### config.mk
export PLATFORM = sky130hd
export DESIGN_NAME = class_prefix_value_decoder_top
export DESIGN_NICKNAME = d
export VERILOG_FILES = /design/src/rtl/core/cvd_pkg.sv /design/src/rtl/core/class_prefix_value_decoder_top.sv /design/src/rtl/core/cvd_decode.sv /design/src/rtl/core/cvd_out_buf.sv
export SDC_FILE = /design/constraint.sdc
export NUM_CORES = 1
export LEC_CHECK = 0
export ABC_AREA = 0
export BUFFER_PORTS_ARGS = -buffer_cell sky130_fd_sc_hd__clkbuf_2
export CORE_ASPECT_RATIO = 0.7
export CORE_MARGIN = 2
export CORE_UTILIZATION = 55
export CTS_CLUSTER_DIAMETER = 200
export DETAILED_ROUTE_END_ITERATION = 10
export GPL_TIMING_DRIVEN = 0
export PLACE_DENSITY = 0.84
export SLEW_MARGIN = 20
export SYNTH_ARGS = -nofsm -noshare
export SYNTH_HDL_FRONTEND = slang
export SYNTH_SLANG_ARGS = --single-unit
### constraint.sdc
create_clock -name clk -period 4.3 [get_ports clk]
set_clock_uncertainty 0.15 [all_clocks]
set_input_delay 0 -clock clk [delete_from_list [all_inputs] [get_ports clk]]
set_output_delay 0 -clock clk [all_outputs]
set_load 0.05 [all_outputs]
### src/rtl/core/cvd_pkg.sv
// Package for the class-prefixed value decoder: widths, defaults,
// configuration register indexes and the result tag struct.
// No dependencies.
`default_nettype none

package cvd_pkg;

  // Defaults for the top-level parameters
  localparam int MAX_FLAG_BITS_DEF = 3;
  localparam int VALUE_BITS_DEF    = 32;

  // Fixed field widths
  localparam int FLAG_CFG_W  = 2;
  localparam int LEN_W       = 6;
  localparam int NUM_CLASSES = 8;
  localparam int CLASS_W     = 3;
  localparam int TABLE_W     = NUM_CLASSES * LEN_W;
  localparam int COUNT_W     = 32;
  localparam int CFG_IDX_W   = 3;
  localparam int CFG_DATA_W  = TABLE_W;

  typedef enum logic [CFG_IDX_W-1:0] {
    CFG_FRAME_FLAG_BITS = 3'd0,
    CFG_PIXEL_FLAG_BITS = 3'd1,
    CFG_FRAME_LEN_TABLE = 3'd2,
    CFG_PIXEL_LEN_TABLE = 3'd3,
    CFG_VALUE_COUNT     = 3'd4
  } cfg_index_t;

  // Side-band of one result handed from the decoder to the output buffer
  typedef struct packed {
    logic push;
    logic is_pixel;
    logic last;
  } res_tag_t;

endpackage

`default_nettype wire

### src/rtl/core/class_prefix_value_decoder_top.sv
// Top level of the class-prefixed value decoder.
// Instantiates cvd_decode and cvd_out_buf; depends on cvd_pkg.
//
// Usage:
//  - Bit channel: code_bit with bit_valid/bit_stall. One coded bit per
//    transfer; a transfer happens when bit_valid is high and bit_stall low.
//  - Result channel: value, is_pixel, last with res_valid/res_stall.
//    Values alternate frame number, pixel value, frame number, ...
//  - Config port: cfg_we/cfg_index/cfg_data, written only while idle.
//    Index 0/1 flag widths, 2/3 length tables (six bits per class),
//    4 value count. Unused indexes are ignored.
//  - Throughput: one bit per cycle while bit_stall is low.
//  - Latency: the result of a value enters the buffer the cycle after the
//    transfer of its final bit (last flag bit for a zero-length class).
//  - Once value_count values are decoded, further bits are taken and dropped.
//  - Stall: results queue in a two-entry buffer; bit_stall rises only when
//    both entries hold results, straight from the buffer count register.
//  - Reset (rst, synchronous): config back to widths 1, tables 0, count 0;
//    decode state and buffer cleared; bit_stall low after reset.
`default_nettype none

module class_prefix_value_decoder_top #(
  parameter int MAX_FLAG_BITS = cvd_pkg::MAX_FLAG_BITS_DEF,
  parameter int VALUE_BITS    = cvd_pkg::VALUE_BITS_DEF
) (
  input  logic                           clk,
  input  logic                           rst,
  // configuration write port
  input  logic                           cfg_we,
  input  logic [cvd_pkg::CFG_IDX_W-1:0]  cfg_index,
  input  logic [cvd_pkg::CFG_DATA_W-1:0] cfg_data,
  // coded bit stream
  input  logic                           bit_valid,
  output logic                           bit_stall,
  input  logic                           code_bit,
  // decoded values
  output logic                           res_valid,
  input  logic                           res_stall,
  output logic [VALUE_BITS-1:0]          value,
  output logic                           is_pixel,
  output logic                           last
);
  import cvd_pkg::*;

  res_tag_t              res_tag;
  logic [VALUE_BITS-1:0] res_value;
  logic                  full;
  logic                  accept;

  // stall only on a full buffer, so any transfer has room for its result
  assign bit_stall = full;
  assign accept    = bit_valid && !bit_stall;

  cvd_decode #(
    .MAX_FLAG_BITS (MAX_FLAG_BITS),
    .VALUE_BITS    (VALUE_BITS)
  ) u_decode (
    .clk       (clk),
    .rst       (rst),
    .cfg_we    (cfg_we),
    .cfg_index (cfg_index),
    .cfg_data  (cfg_data),
    .accept    (accept),
    .code_bit  (code_bit),
    .res_tag   (res_tag),
    .res_value (res_value)
  );

  cvd_out_buf #(
    .VALUE_BITS (VALUE_BITS)
  ) u_out_buf (
    .clk       (clk),
    .rst       (rst),
    .res_tag   (res_tag),
    .res_value (res_value),
    .full      (full),
    .res_valid (res_valid),
    .res_stall (res_stall),
    .value     (value),
    .is_pixel  (is_pixel),
    .last      (last)
  );

endmodule

`default_nettype wire

### src/rtl/core/cvd_decode.sv
// Bit-serial decode core: configuration registers, flag/payload state and
// the one-bit-per-transfer update. Depends on cvd_pkg.
`default_nettype none

module cvd_decode #(
  parameter int MAX_FLAG_BITS = cvd_pkg::MAX_FLAG_BITS_DEF,
  parameter int VALUE_BITS    = cvd_pkg::VALUE_BITS_DEF
) (
  input  logic                         clk,
  input  logic                         rst,
  input  logic                         cfg_we,
  input  logic [cvd_pkg::CFG_IDX_W-1:0]  cfg_index,
  input  logic [cvd_pkg::CFG_DATA_W-1:0] cfg_data,
  input  logic                         accept,
  input  logic                         code_bit,
  output cvd_pkg::res_tag_t            res_tag,
  output logic [VALUE_BITS-1:0]        res_value
);
  import cvd_pkg::*;

  // configuration
  logic [FLAG_CFG_W-1:0] frame_flag_bits;
  logic [FLAG_CFG_W-1:0] pixel_flag_bits;
  logic [TABLE_W-1:0]    frame_length_table;
  logic [TABLE_W-1:0]    pixel_length_table;
  logic [COUNT_W-1:0]    value_count;

  // decode state
  logic                     in_payload, in_payload_next;
  logic                     pixel_turn, pixel_turn_next;
  logic [MAX_FLAG_BITS-1:0] flag_accum, flag_accum_next;
  logic [LEN_W-1:0]         bit_counter, bit_counter_next;
  logic [LEN_W-1:0]         payload_length, payload_length_next;
  logic [VALUE_BITS-1:0]    value_accum, value_accum_next;
  logic [COUNT_W-1:0]       values_done, values_done_next;

  logic                     done;
  logic [FLAG_CFG_W-1:0]    flag_sel, flag_width;
  logic [MAX_FLAG_BITS-1:0] fa_shift;
  logic [LEN_W-1:0]         cnt_inc;
  logic [CLASS_W-1:0]       cls;
  logic [NUM_CLASSES-1:0][LEN_W-1:0] len_view;
  logic [LEN_W-1:0]         raw_len, class_len;
  logic [VALUE_BITS-1:0]    va_shift;
  logic                     is_last;

  always_ff @(posedge clk) begin
    if (rst) begin
      frame_flag_bits    <= FLAG_CFG_W'(1);
      pixel_flag_bits    <= FLAG_CFG_W'(1);
      frame_length_table <= '0;
      pixel_length_table <= '0;
      value_count        <= '0;
    end else if (cfg_we) begin
      unique case (cfg_index)
        CFG_FRAME_FLAG_BITS: frame_flag_bits    <= cfg_data[FLAG_CFG_W-1:0];
        CFG_PIXEL_FLAG_BITS: pixel_flag_bits    <= cfg_data[FLAG_CFG_W-1:0];
        CFG_FRAME_LEN_TABLE: frame_length_table <= cfg_data[TABLE_W-1:0];
        CFG_PIXEL_LEN_TABLE: pixel_length_table <= cfg_data[TABLE_W-1:0];
        CFG_VALUE_COUNT:     value_count        <= cfg_data[COUNT_W-1:0];
        default: ;
      endcase
    end
  end

  always_comb begin
    done     = (values_done >= value_count);
    flag_sel = pixel_turn ? pixel_flag_bits : frame_flag_bits;
    if (flag_sel == '0) begin
      flag_width = FLAG_CFG_W'(1);
    end else if (32'(flag_sel) > MAX_FLAG_BITS) begin
      flag_width = FLAG_CFG_W'(MAX_FLAG_BITS);
    end else begin
      flag_width = flag_sel;
    end
    fa_shift  = MAX_FLAG_BITS'({flag_accum, code_bit});
    cnt_inc   = bit_counter + LEN_W'(1);
    cls       = CLASS_W'(fa_shift);
    len_view  = pixel_turn ? pixel_length_table : frame_length_table;
    raw_len   = len_view[cls];
    class_len = (32'(raw_len) > VALUE_BITS) ? LEN_W'(VALUE_BITS) : raw_len;
    va_shift  = VALUE_BITS'({value_accum, code_bit});
    is_last   = ((values_done + COUNT_W'(1)) == value_count);
  end

  always_comb begin
    in_payload_next     = in_payload;
    pixel_turn_next     = pixel_turn;
    flag_accum_next     = flag_accum;
    bit_counter_next    = bit_counter;
    payload_length_next = payload_length;
    value_accum_next    = value_accum;
    values_done_next    = values_done;
    res_tag             = '0;
    res_value           = '0;

    if (accept && !done) begin
      if (!in_payload) begin
        flag_accum_next  = fa_shift;
        bit_counter_next = cnt_inc;
        if (cnt_inc >= LEN_W'(flag_width)) begin
          payload_length_next = class_len;
          bit_counter_next    = '0;
          value_accum_next    = '0;
          if (class_len == '0) begin
            // zero-length class: value 0 leaves with the last flag bit
            res_tag.push = 1'b1;
          end else begin
            in_payload_next = 1'b1;
          end
        end
      end else begin
        value_accum_next = va_shift;
        bit_counter_next = cnt_inc;
        if (cnt_inc >= payload_length) begin
          res_tag.push = 1'b1;
          res_value    = va_shift;
        end
      end

      if (res_tag.push) begin
        res_tag.is_pixel    = pixel_turn;
        res_tag.last        = is_last;
        values_done_next    = values_done + COUNT_W'(1);
        pixel_turn_next     = ~pixel_turn;
        in_payload_next     = 1'b0;
        flag_accum_next     = '0;
        bit_counter_next    = '0;
        payload_length_next = '0;
        value_accum_next    = '0;
      end
    end
  end

  always_ff @(posedge clk) begin
    if (rst) begin
      in_payload     <= 1'b0;
      pixel_turn     <= 1'b0;
      flag_accum     <= '0;
      bit_counter    <= '0;
      payload_length <= '0;
      value_accum    <= '0;
      values_done    <= '0;
    end else begin
      in_payload     <= in_payload_next;
      pixel_turn     <= pixel_turn_next;
      flag_accum     <= flag_accum_next;
      bit_counter    <= bit_counter_next;
      payload_length <= payload_length_next;
      value_accum    <= value_accum_next;
      values_done    <= values_done_next;
    end
  end

endmodule

`default_nettype wire

### src/rtl/core/cvd_out_buf.sv
// Two-entry result buffer between the decode core and the result channel.
// Depends on cvd_pkg.
`default_nettype none

module cvd_out_buf #(
  parameter int VALUE_BITS = cvd_pkg::VALUE_BITS_DEF
) (
  input  logic                  clk,
  input  logic                  rst,
  input  cvd_pkg::res_tag_t     res_tag,
  input  logic [VALUE_BITS-1:0] res_value,
  output logic                  full,
  output logic                  res_valid,
  input  logic                  res_stall,
  output logic [VALUE_BITS-1:0] value,
  output logic                  is_pixel,
  output logic                  last
);
  import cvd_pkg::*;

  localparam int ENTRY_W = VALUE_BITS + 2;

  logic [1:0][ENTRY_W-1:0] entry;
  logic       wr_ptr, rd_ptr;
  logic [1:0] count;
  logic       pop;

  assign pop       = res_valid && !res_stall;
  assign res_valid = (count != 2'd0);
  assign full      = (count == 2'd2);
  assign {value, is_pixel, last} = entry[rd_ptr];

  always_ff @(posedge clk) begin
    if (res_tag.push) begin
      entry[wr_ptr] <= {res_value, res_tag.is_pixel, res_tag.last};
    end
  end

  always_ff @(posedge clk) begin
    if (rst) begin
      wr_ptr <= 1'b0;
      rd_ptr <= 1'b0;
      count  <= 2'd0;
    end else begin
      if (res_tag.push) wr_ptr <= ~wr_ptr;
      if (pop)          rd_ptr <= ~rd_ptr;
      count <= count + 2'(res_tag.push) - 2'(pop);
    end
  end

endmodule

`default_nettype wire

; After elaboration in Yosys (flattened, before gate mapping)
; Index checks and enable logic that the tools add are counted.
[classes]
bitwise = 3
n_lt_le_gt_ge = 8
n_eq_ne = 7
add_sub_neg = 4
mux = 36
n_reduce_logical = 22
[ops]
columns = operator, n
row1 = $mux W34, 3
row2 = $mux W32, 3
row3 = $mux W31, 3
row4 = $bwmux W68, 1
row5 = $mux W48, 1
row6 = $mux W6, 8
row7 = $demux W34 S1, 1
row8 = $add A32 B1 Y32 const B, 1
row9 = $eq A32 B32 Y1, 1
row10 = $ge A32 B32 Y1, 1
row11 = $bmux W6 S3, 1
row12 = $reduce_and A2 Y1, 8
row13 = $mux W2, 5
row14 = $mux W1, 9
row15 = $add A6 B1 Y6 const B, 1
row16 = $eq A3 B2 Y1 const B, 2
row17 = $ge A6 B2 Y1, 1
row18 = $ge A6 B6 Y1, 1
row19 = $gt A6 B6 Y1 const B, 1
row20 = $logic_not A6 Y1, 1
row21 = $logic_and A1 B1 Y1, 4
row22 = $lt A1 B2 Y1 const B, 2
row23 = $lt A3 B4 Y1 const B, 1
row24 = $reduce_bool A2 Y1, 2
row25 = other kinds (14), 18
[word_totals]
elab_cells = 97
register_bits = 283
out_inout_bits = 36

; Longest topological paths before layout
; Gate-level depths: netlist of run 1.
[logic_depth]
depth_word = 14
depth_mapped = 13
mapped_depth_nobuf = 9

; By module
; From an unflattened synthesis of run 1, not the netlist that was laid out.
[hier_totals]
hier_cells = 1490
hier_area_um2 = 13645.6
[modules_own_cells]
columns = mod, n_inst, seq_area_each_um2, cells_per_inst, area_each_um2
row1 = cvd_decode, 1, 4224.1, 1362, 10936.7
row2 = cvd_out_buf, 1, 2122.0, 127, 2695.1
row3 = class_prefix_value_decoder_top, 1, 0.0, 1, 13.8

; Worst setup path before layout of run 1
; OpenSTA, ideal clock, no wires.
[synth_timing]
kind = reg2reg
from = register u_decode.value_count[29]
to = register u_out_buf.entry[34] (netlist name), enable pin
arrival_time_ns = 3.213
slack_ns = 0.542
t_required_ns = 3.756
path_buffers = 2
setup_ns = 0.394
stages_incl_launch_ff = 11
cell_sequence = dfxtp_1 -> inv_1 -> ha_1 -> a21o_1 -> a21o_1 -> a2111o_1 -> a221oi_1 -> o21a_1 -> clkbuf_1 -> clkbuf_1 -> and3_1
[synth_between]
elab_chain_len = 4
[synth_rtl]
columns = item, line
row1 = start: declaration, cvd_decode.sv:26  ; logic [COUNT_W-1:0] value_count;
row2 = start signal: assignment, cvd_decode.sv:60  ; CFG_VALUE_COUNT: value_count <= cfg_data[COUNT_W-1:0];
row3 = $ge A32 B32 Y1, cvd_decode.sv:67  ; done = (values_done >= value_count);
row4 = $logic_not A1 Y1, cvd_decode.sv:97  ; if (accept && !done) begin
row5 = $logic_and A1 B1 Y1, cvd_decode.sv:97
row6 = $mux W3, cvd_decode.sv:97
row7 = end signal: indexed assignment, cvd_out_buf.sv:35  ; entry[wr_ptr] <= {res_value, res_tag.is_pixel, res_tag.last};
row8 = end: declaration, cvd_out_buf.sv:23  ; logic [1:0][ENTRY_W-1:0] entry;
; No other way between the ends.
; A chain may end at the register's enable or synchronous reset.

; Worst setup path after layout of run 1
[layout_timing]
from = register u_decode.value_count[29]
to = register u_out_buf.entry[51] (netlist name), enable pin
; Same word-level chain as after synthesis.

==> reports/metrics.csv, run 1 <==
metric;value;unit
max_stage_delay;510;ps
cts.sinks;283;
drtIter0Drc;1310;
clock_power_share;0.347;
dieArea;0.0262;sq mm
initial_core_util;0.558;
synth_edf_count;68;
power.total;7.04;mW
cts_buffer_depth;3;
area_growth_syn_to_layout;17.4;%
worstPathRequired;4390;ps
h-tree-depth;1;
diodes;0;
clk_pin_slew_worst_paths;70;ps
multi_input_area;0.00673;sq mm
antenna_found_initial;0;
crit_top_cell;a21o_1;
yosysUniqueCellTypes;62;
cts-root-buf;clkbuf_16;
startpoint_type;flop;
io_pins;93;
ys_warn_count;0;
fill_cells;1922;
yosysMostFrequentCell;nand2_1;
numPortBuffers;90;
power.density;438;mW/mm^2
overflow;0;
crit_buf_inv;4;
setup_violations;0;
route.vias.total;12455;
rsz0062_at_grt;false;
syn_nets;1611;
relSlewSlack;0.278;
end_kind;flop;
core;0.0246;sq mm
wl_per_cell;19.1;um
register_area;0.00635;sq mm
whs;97.0;ps
hold_viol_final;0;
num_rows;48;
max_cap_violations;0;
via_per_inst;6.14;
slowest_stage;and3_2;
p_switching;2.30;mW
drive_above_1_share;0.133;
die_y;136;um
crit_family;compound AO/OA/AOI/OAI gates;
status;finished clean;
drcViolationCount;0;
placedCellCount;1927;
grt_pass1_vias;11716;
gp_congestion;0.965;
cellLeakagePower;5.67;nW
p_sw_frac;0.327;
synthFlopType;dfxtp_1;
seqPwrFrac;0.418;
grtUsageTotal;0.294;
firstDrtPassIters;5;
syn-cell-area;0.0137;sq mm
dp_hpwl;27600;um
synth_area_leaders;dfxtp_1 (31%), edfxtp_1 (15%), a21oi_1 (8.1%), nand2_1 (7.9%), mux4_2 (3.9%);
cp_cell_sequence;inv_1 -> ha_1 -> a21o_1 -> a21o_1 -> a2111o_1 -> a221oi_1 -> o21a_1 -> clkbuf_1 -> clkbuf_2 -> and3_2 -> buf_16;
synth.avg_cell_area;9.07;sq um
dieWidth;193;um
yosysSeqAreaShare;0.463;
finalMaxSlewViolations;0;
synth_top_cell_by_area;dfxtp_1;
netlist_instances;1511;
ys_ff_latch;283;
final.period_utilization;0.965;
pwr-share-comb;0.235;
internal-power;4.74;mW
critical_path_class;flop to flop;
drt-total-wl;38800;um
hold_class;input pin to flop;
synth_top_area_share;0.314;
crit_fanout;21;
cp.arrival;4240;ps
max_freq;241;MHz
post-route-min-period;4150;ps
final_cells;2030;
synth_common_cells;nand2_1 (288), a21oi_1 (223), dfxtp_1 (215);
tritoncts;built;
ir_drop;0.315;mV
grt_first_pass_wirelength;61100;um
tightest_slew;1070;ps
ys_async_sr_fraction;0;
finalCoreUtilization;0.655;
nets;1785;
antenna_left;0;
cts_buffers;26;
insertion_delay;550;ps
grt_max_degree;35;
## final timing paths
| path | start | endpoint | slack, ps | cells past startpoint |
|---|---|---|---|---|
| worst min register to register | u_decode.frame_length_table[43]$_SDFFE_PP0P_ | u_decode.frame_length_table[43]$_SDFFE_PP0P_ | 310 | 2 |
| worst max-delay path | u_decode.value_count[29]$_SDFFE_PP0P_ | u_out_buf.entry[51]$_DFFE_PP_ | 150 | 11 |
| worst max register to register | u_decode.value_count[29]$_SDFFE_PP0P_ | u_out_buf.entry[51]$_DFFE_PP_ | 150 | 11 |
| worst min-delay path | cfg_data[33] | u_decode.pixel_length_table[33]$_SDFFE_PP0P_ | 100 | 4 |
## power by group through the flow
| stage | combinational [mW] | sequential, mW | clock, mW |
|---|---|---|---|
| floorplan | 1.16 | 2.97 | 0 |
| global placement | 1.57 | 2.99 | 0 |
| finish | 1.66 | 2.94 | 2.44 |
| global route | 1.75 | 2.95 | 2.53 |
| detailed placement | 1.60 | 3.00 | 0 |
| CTS | 1.64 | 2.94 | 2.44 |
## through the flow
| stage | setup TNS (ps) | worst slack (ps) | instance area [sq um] |
|---|---|---|---|
| floorplan | 0 | 542 | 13700 |
| global route | 0 | 32.5 | 16100 |
| global placement | -36580 | -552 | 14600 |
| finish | 0 | 151 | 16100 |
| CTS | 0 | 50.0 | 16100 |
| detailed placement | -5190 | -115 | 14600 |
## tightest hold or removal path, stage by stage
cell and delay, ps:
dlygate4sd3_1 540, clkbuf_2 120, nand2_1 50, a21oi_1 50
## layout make-up
cell class | instances | area share
Sequential cell | 283 | 0.395
Buffer | 113 | 0.0296
Clock buffer | 34 | 0.0461
Clock inverter | 14 | 0.0102
Inverter | 47 | 0.0111
Tap cell | 325 | 0.0253
Timing Repair Buffer | 147 | 0.0646
Multi-Input combinational cell | 1067 | 0.419
## state kept, by name, summed over array words and instances (netlist names)
signal / cells
u_out_buf.entry: 68
u_decode.frame_length_table: 48
u_decode.pixel_length_table: 48
u_decode.value_count: 32
u_decode.values_done: 32
u_decode.value_accum: 31
u_decode.bit_counter: 6
u_decode.payload_length: 6
u_decode.flag_accum: 2
u_decode.frame_flag_bits: 2
u_decode.pixel_flag_bits: 2
u_out_buf.count: 2
u_decode.in_payload: 1
u_decode.pixel_turn: 1
u_out_buf.rd_ptr: 1
u_out_buf.wr_ptr: 1
## cell usage in the layout (no fill, tap or decap), drive strengths merged, types with 24 or more instances in the layout
master,synthesis,final
a21oi,223,223
xnor2,29,29
clkbuf,98,223
mux4,24,24
edfxtp,68,68
nand3,62,62
dfxtp,215,215
nand2,289,289
dlygate4sd3,0,56
mux2,34,34
and2,35,35
inv,47,47
or4,32,32
o21ai,55,55
o31ai,31,31
ha,43,43
## cells by family (layout without fill, tap and decap cells)
family | after synthesis | after routing | synth area share
compound gates | 379 | 379 | 0.161
xor+xnor | 47 | 47 | 0.0300
fa+ha+maj | 43 | 43 | 0.0393
buf+inv | 161 | 355 | 0.0476
flops | 283 | 283 | 0.463
mux | 62 | 62 | 0.0703
simple gates | 536 | 536 | 0.189
## metal layers
metal | track usage | vias up | wire (um)
met2 | 0.476 | 697 | 17900
met4 | 0.0823 | 0 | 1120
met1 | 0.406 | 5930 | 15700
met3 | 0.0542 | 88 | 4140
li1 | - | 5740 | -
met5 | 0 | - | 0
## repair_timing
action                                 4_1_cts  5_1_grt
endpoints found under the hold margin      136        0
setup endpoints to repair                   68       58
gates resized for setup                      0        8
buffers inserted                             0        0
hold buffers                                56        0
No activity file was read; power rests on OpenSTA's default activity.
==> run 2: changes to the inputs <==
- SYNTH_HIERARCHICAL: unset -> 1
==> run 2 against run 1 <==
  * Sequential share of layout area up 0.092 points
  * Utilization about the same
  * Sequential power about the same
  * Final cell count down 0.69%
  * Synthesized cell count down 1.4%
  * Critical path type unchanged
  * Non-clock buffer count down 10
  * Global-route usage down 0.98 points
  * Critical path depth up 2
  * Die area down 0.40%
  * First-iteration DRC count up 4.4%
==> reports/metrics.csv, run 2 <==
metric;value;unit
via_per_inst;5.97;
ys_warn_count;6;
synth_area_leaders;dfxtp_1 (32%), edfxtp_1 (15%), nand2_1 (7.9%), a21oi_1 (6.6%), ha_1 (4.0%);
yosysMostFrequentCell;nand2_1;
finalMaxSlewViolations;0;
seqPwrFrac;0.422;
crit_fanout;19;
pre_cts_ws;-78.6;ps
grt_pass1_vias;11118;
drt-total-wl;37600;um
synth.avg_cell_area;9.16;sq um
nets;1771;
ir_drop;0.374;mV
wl_per_cell;18.7;um
firstDrtPassIters;5;
syn-cell-area;0.0136;sq mm
ys_ff_latch;283;
setup_violations;0;
worstPathRequired;4410;ps
final.period_utilization;0.972;
layout_common_cells;nand2_1 (287), dfxtp_1 (215), a21oi_1 (180);
antenna_found_initial;0;
core;0.0245;sq mm
num_rows;48;
final.setup.worst_slack;121;ps
yosysSeqAreaShare;0.465;
grt_max_degree;20;
relSlewSlack;0.359;
drcViolationCount;0;
antenna_left;0;
tritoncts;built;
layout_commonest_cell;nand2_1;
area_growth_syn_to_layout;17.6;%
gp_congestion;0.966;
synthFlopType;dfxtp_1;
post-route-min-period;4180;ps
synth_common_cells;nand2_1 (287), dfxtp_1 (215), a21oi_1 (180);
p_sw_frac;0.317;
fin_tns_setup;0;ps
drive_above_1_share;0.136;
cellLeakagePower;5.87;nW
top_register;u_out_buf/entry;
critical_path_class;flop to flop;
overflow;0;
h-tree-depth;1;
yosysUniqueCellTypes;77;
internal-power;4.71;mW
cp.arrival;4280;ps
end_kind;flop;
grtUsageTotal;0.285;
initial_core_util;0.557;
netlist_instances;1490;
reg_top3;u_out_buf/entry (68), u_decode/frame_length_table (48), u_decode/pixel_length_table (48);
fill_cells;1908;
clk_pin_slew_worst_paths;60;ps
dieWidth;192;um
ys_async_sr_fraction;0;
rsz0062_at_grt;false;
cts_buffers;27;
synth_top_area_share;0.315;
max_cap_violations;0;
cts-root-buf;clkbuf_16;
synth_top_cell_by_area;dfxtp_1;
dieArea;0.0261;sq mm
diodes;0;
p_switching;2.18;mW
dp_hpwl;27000;um
die_y;136;um
synth_edf_count;68;
tightest_slew;953;ps
hold_class;input pin to flop;
power.density;430;mW/mm^2
clock_power_share;0.341;
cts_buffer_depth;3;
syn_nets;1591;
drtIter0Drc;1368;
largest_reg_flops;68;
cts.sinks;283;
startpoint_type;flop;
status;finished clean;
io_pins;93;
pwr-share-comb;0.237;
route.vias.total;12043;
max_freq;239;MHz
insertion_delay;550;ps
hold_viol_final;0;
numPortBuffers;91;
grt_first_pass_wirelength;58400;um
## run 2: routing by layer
| metal | vias to the layer above | part of all wire | track usage |
|---|---|---|---|
| li1 | 5622 | - | - |
| met1 | 5742 | 0.43 | 0.405 |
| met2 | 597 | 0.43 | 0.437 |
| met3 | 82 | 0.11 | 0.0671 |
| met4 | 0 | 0.026 | 0.0721 |
| met5 | - | 0 | 0 |
## run 2: final timing paths
path / end / slack, ps / depth (start not counted) / startpoint
min reg2reg: u_decode/pixel_length_table[22]$_SDFFE_PP0P_ / 300 / 2 / u_decode/pixel_length_table[22]$_SDFFE_PP0P_
max reg2reg: u_out_buf/entry[58]$_DFFE_PP_ / 120 / 13 / u_decode/pixel_turn$_SDFFE_PP0P_
max: u_out_buf/entry[58]$_DFFE_PP_ / 120 / 13 / u_decode/pixel_turn$_SDFFE_PP0P_
min: u_decode/pixel_length_table[47]$_SDFFE_PP0P_ / 90 / 4 / cfg_data[47]
## run 2: through the flow
stage | hold WS, ps | instances | utilization | power [mW] | instance area, sq um
floorplan | -78.4 | 1490 | - | 4.07 | 13600
global placement | 85.2 | 1906 | 0.592 | 4.45 | 14500
detailed placement | 92.2 | 1908 | 0.595 | 4.51 | 14600
CTS | 68.4 | 2015 | 0.653 | 6.88 | 16000
global route | 96.3 | 2016 | 0.655 | 7.12 | 16000
finish | 88.6 | 2016 | 0.655 | 6.89 | 16000
## run 2: what timing repair did
item	CTS	global route
gates resized for setup	1	2
setup endpoints to repair	19	83
hold buffers	57	0
buffers inserted	0	1
endpoints found under the hold margin	145	0
## run 2: cell type report
| type | instances | area [sq um] | area share |
|---|---|---|---|
| tap | 325 | 407 | 0.0253 |
| timing repair buffer | 151 | 1100 | 0.0686 |
| inverter | 48 | 180 | 0.0112 |
| clock buffer | 36 | 729 | 0.0455 |
| clock inverter | 14 | 136 | 0.00850 |
| buffer | 99 | 527 | 0.0328 |
| multi-input combinational | 1060 | 6620 | 0.412 |
| sequential | 283 | 6350 | 0.396 |
## run 2: power by group through the flow
stage	combinational (mW)	sequential, mW	clock [mW]
finish	1.63	2.91	2.35
global route	1.73	2.92	2.47
CTS	1.59	2.91	2.38
detailed placement	1.54	2.96	0
global placement	1.49	2.96	0
floorplan	1.13	2.95	0
## run 2: logic make-up (layout without fill, tap and decap cells)
logic type	Yosys count	in the layout	share of synthesized area
and+or+nand+nor	545	545	0.185
AOI/OAI and AO/OA	346	346	0.154
DFF	283	283	0.465
buffers and inverters	147	348	0.0518
muxes	75	75	0.0713
xor gates and xnor gates	50	50	0.0331
adders and majority gates	44	44	0.0403
## run 2: critical path, stage by stage (launching register included)
cell       delay, ps
dfxtp_1          330
buf_2            200
buf_6            220
mux2_1           360
o22ai_1          450
o22a_1           280
o2bb2ai_1        120
nor4_2           480
o221ai_2         180
buf_6            180
buf_6            150
inv_1            180
and2_4           360
buf_16           210
==> run 3: changes to the inputs <==
- CELL_PAD_IN_SITES_DETAIL_PLACEMENT: unset -> 0
- CELL_PAD_IN_SITES_GLOBAL_PLACEMENT: unset -> 2
- CORE_UTILIZATION: 55 -> 38
- PLACE_DENSITY: 0.84 -> 0.89
==> run 3 against run 2 <==
  * Hold slack lost 22 ps
  * Final cell count grew 7.9%
  * Register-to-register slack worse by 20 ps
  * Clock power is 6% higher
  * Critical path depth is the same
  * Global-route usage shrank 7.7 points
  * Cell area is 1.6% higher
  * Sequential share of layout area decreased by 0.62 points
  * Combinational power about the same
==> reports/metrics.csv, run 3 (synthesis gave the netlist of run 2 again) <==
metric;value;unit
status;finished clean;
antenna_found_initial;1;
rsz0062_at_grt;false;
ir_drop;0.215;mV
tightest_slew;1000;ps
largest_reg_flops;68;
dr.max_layer_used;met4;
wl_met1;20300;um
dr_wl_met3;2520;um
rr_startpoint;u_decode/pixel_turn$_SDFFE_PP0P_;
dieWidth;230;um
power.density;431;mW/mm^2
top_register;u_out_buf/entry;
startpoint_type;flop;
setup_violations;0;
area_growth_syn_to_layout;19.5;%
finalMaxSlewViolations;0;
drt-total-wl;39300;um
worstPathRequired;4430;ps
insertion_delay;580;ps
cts-root-buf;clkbuf_16;
route.vias.total;11423;
cp.arrival;4320;ps
die_y;163;um
fin_area;0.0163;sq mm
r2r_cells;13;
wl_met2;15900;um
cts.sinks;283;
min_path_cells;4;
numPortBuffers;91;
tritoncts;built;
post-route-min-period;4200;ps
hold_path_startpoint;cfg_data[38];
hold_viol_final;0;
dp_hpwl;29200;um
max_cap_violations;0;
grtUsageTotal;0.208;
diodes;0;
layout_commonest_cell;nand2_1;
nets;1775;
core;0.0356;sq mm
min_to;u_decode/frame_length_table[38]$_SDFFE_PP0P_;
layout_common_cells;nand2_1 (287), dfxtp_1 (215), a21oi_1 (180);
hold_class;input pin to flop;
gp_congestion;0.865;
reg2reg_slack;100;ps
drtIter0Drc;909;
drcViolationCount;0;
overflow;0;
drive_above_1_share;0.140;
via_per_inst;5.25;
rr_endpoint;u_out_buf/entry[41]$_DFFE_PP_;
end_kind;flop;
critical_path_class;flop to flop;
dieArea;0.0375;sq mm
h-tree-depth;1;
antenna_left;0;
clk_pin_slew_worst_paths;60;ps
fin_tns_setup;0;ps
cts_buffers;29;
cts_buffer_depth;3;
final.period_utilization;0.976;
grt_max_degree;26;
grt_first_pass_wirelength;60800;um
grt_pass1_vias;10402;
num_rows;58;
io_pins;93;
cellLeakagePower;5.92;nW
reg_top3;u_out_buf/entry (68), u_decode/frame_length_table (48), u_decode/pixel_length_table (48);
initial_core_util;0.383;
max_freq;238;MHz
firstDrtPassIters;5;
crit_fanout;25;
relSlewSlack;0.328;
wl_per_cell;18.1;um
post_dp_cell_area;0.0148;sq mm
-- run 3: cell types whose count changed in the layout (fill, tap and decap cells not counted), sizes merged --
cell         change
clkbuf           +3
clkinv           +2
clkinvlp         -2
buf              +1
dlygate4sd3      +1
-- run 3: critical path, cell delays in order (launching register included) --
cell	delay [ps]
dfxtp_1	340
buf_2	190
buf_6	210
mux2_1	390
o22ai_1	460
o22ai_1	180
o2bb2ai_1	200
nor4_2	450
o221ai_2	180
buf_6	180
buf_6	160
inv_1	160
and2_2	390
buf_12	230
-- run 3: stage by stage --
step	power, mW	cells	util	hold WS [ps]	setup slack [ps]
after detailed placement	4.53	2063	0.414	93.0	182
final	7.02	2176	0.457	66.1	102
after CTS	7.06	2174	0.456	50.4	140
after floorplan	4.07	1490	-	-78.4	368
after global placement	4.51	2061	0.413	90.4	-737
after global routing	7.31	2176	0.457	76.5	0.451
-- run 3: worst max path at each step --
stage / cells past startpoint / endpoint / slack, ps / startpoint
after floorplan: 13 / u_out_buf/entry[0]$_DFFE_PP_ / 370 / u_decode/bit_counter[0]$_SDFFE_PP0P_
after global placement: 12 / u_out_buf/entry[11]$_DFFE_PP_ / -740 / u_decode/pixel_turn$_SDFFE_PP0P_
after detailed placement: 14 / u_out_buf/entry[11]$_DFFE_PP_ / 180 / u_decode/bit_counter[0]$_SDFFE_PP0P_
after CTS: 14 / u_out_buf/entry[12]$_DFFE_PP_ / 140 / u_decode/bit_counter[0]$_SDFFE_PP0P_
after global routing: 13 / u_out_buf/entry[41]$_DFFE_PP_ / 0.5 / u_decode/pixel_turn$_SDFFE_PP0P_
final: 13 / u_out_buf/entry[41]$_DFFE_PP_ / 100 / u_decode/pixel_turn$_SDFFE_PP0P_
-- run 3: report_power, final --
group          internal, mW  switching [mW]
Combinational         0.535            1.09
Clock                  1.42            1.07
Sequential             2.85          0.0555
Total                  4.80            2.22
-- run 3: cell type report --
type | count | area, sq um
Fill cell | 3501 | 19300
Multi-Input combinational cell | 1060 | 6620
Sequential cell | 283 | 6350
Timing Repair Buffer | 153 | 1090
Clock buffer | 39 | 793
Tap cell | 480 | 601
Buffer | 99 | 528
Inverter | 48 | 180
Clock inverter | 14 | 139
-- run 3: what timing repair did --
| action | in CTS | in global routing |
|---|---|---|
| hold buffers | 58 | 0 |
| endpoints found under the hold margin | 146 | 0 |
| setup buffers | 0 | 2 |
| setup endpoints to repair | 0 | 80 |
| resized for setup | 0 | 5 |
-- run 3: routing by layer --
| layer | track usage | vias up |
|---|---|---|
| met5 | 0 | - |
| met4 | 0.0358 | 0 |
| met3 | 0.0364 | 39 |
| met2 | 0.292 | 280 |
| met1 | 0.331 | 5469 |
| li1 | - | 5635 |
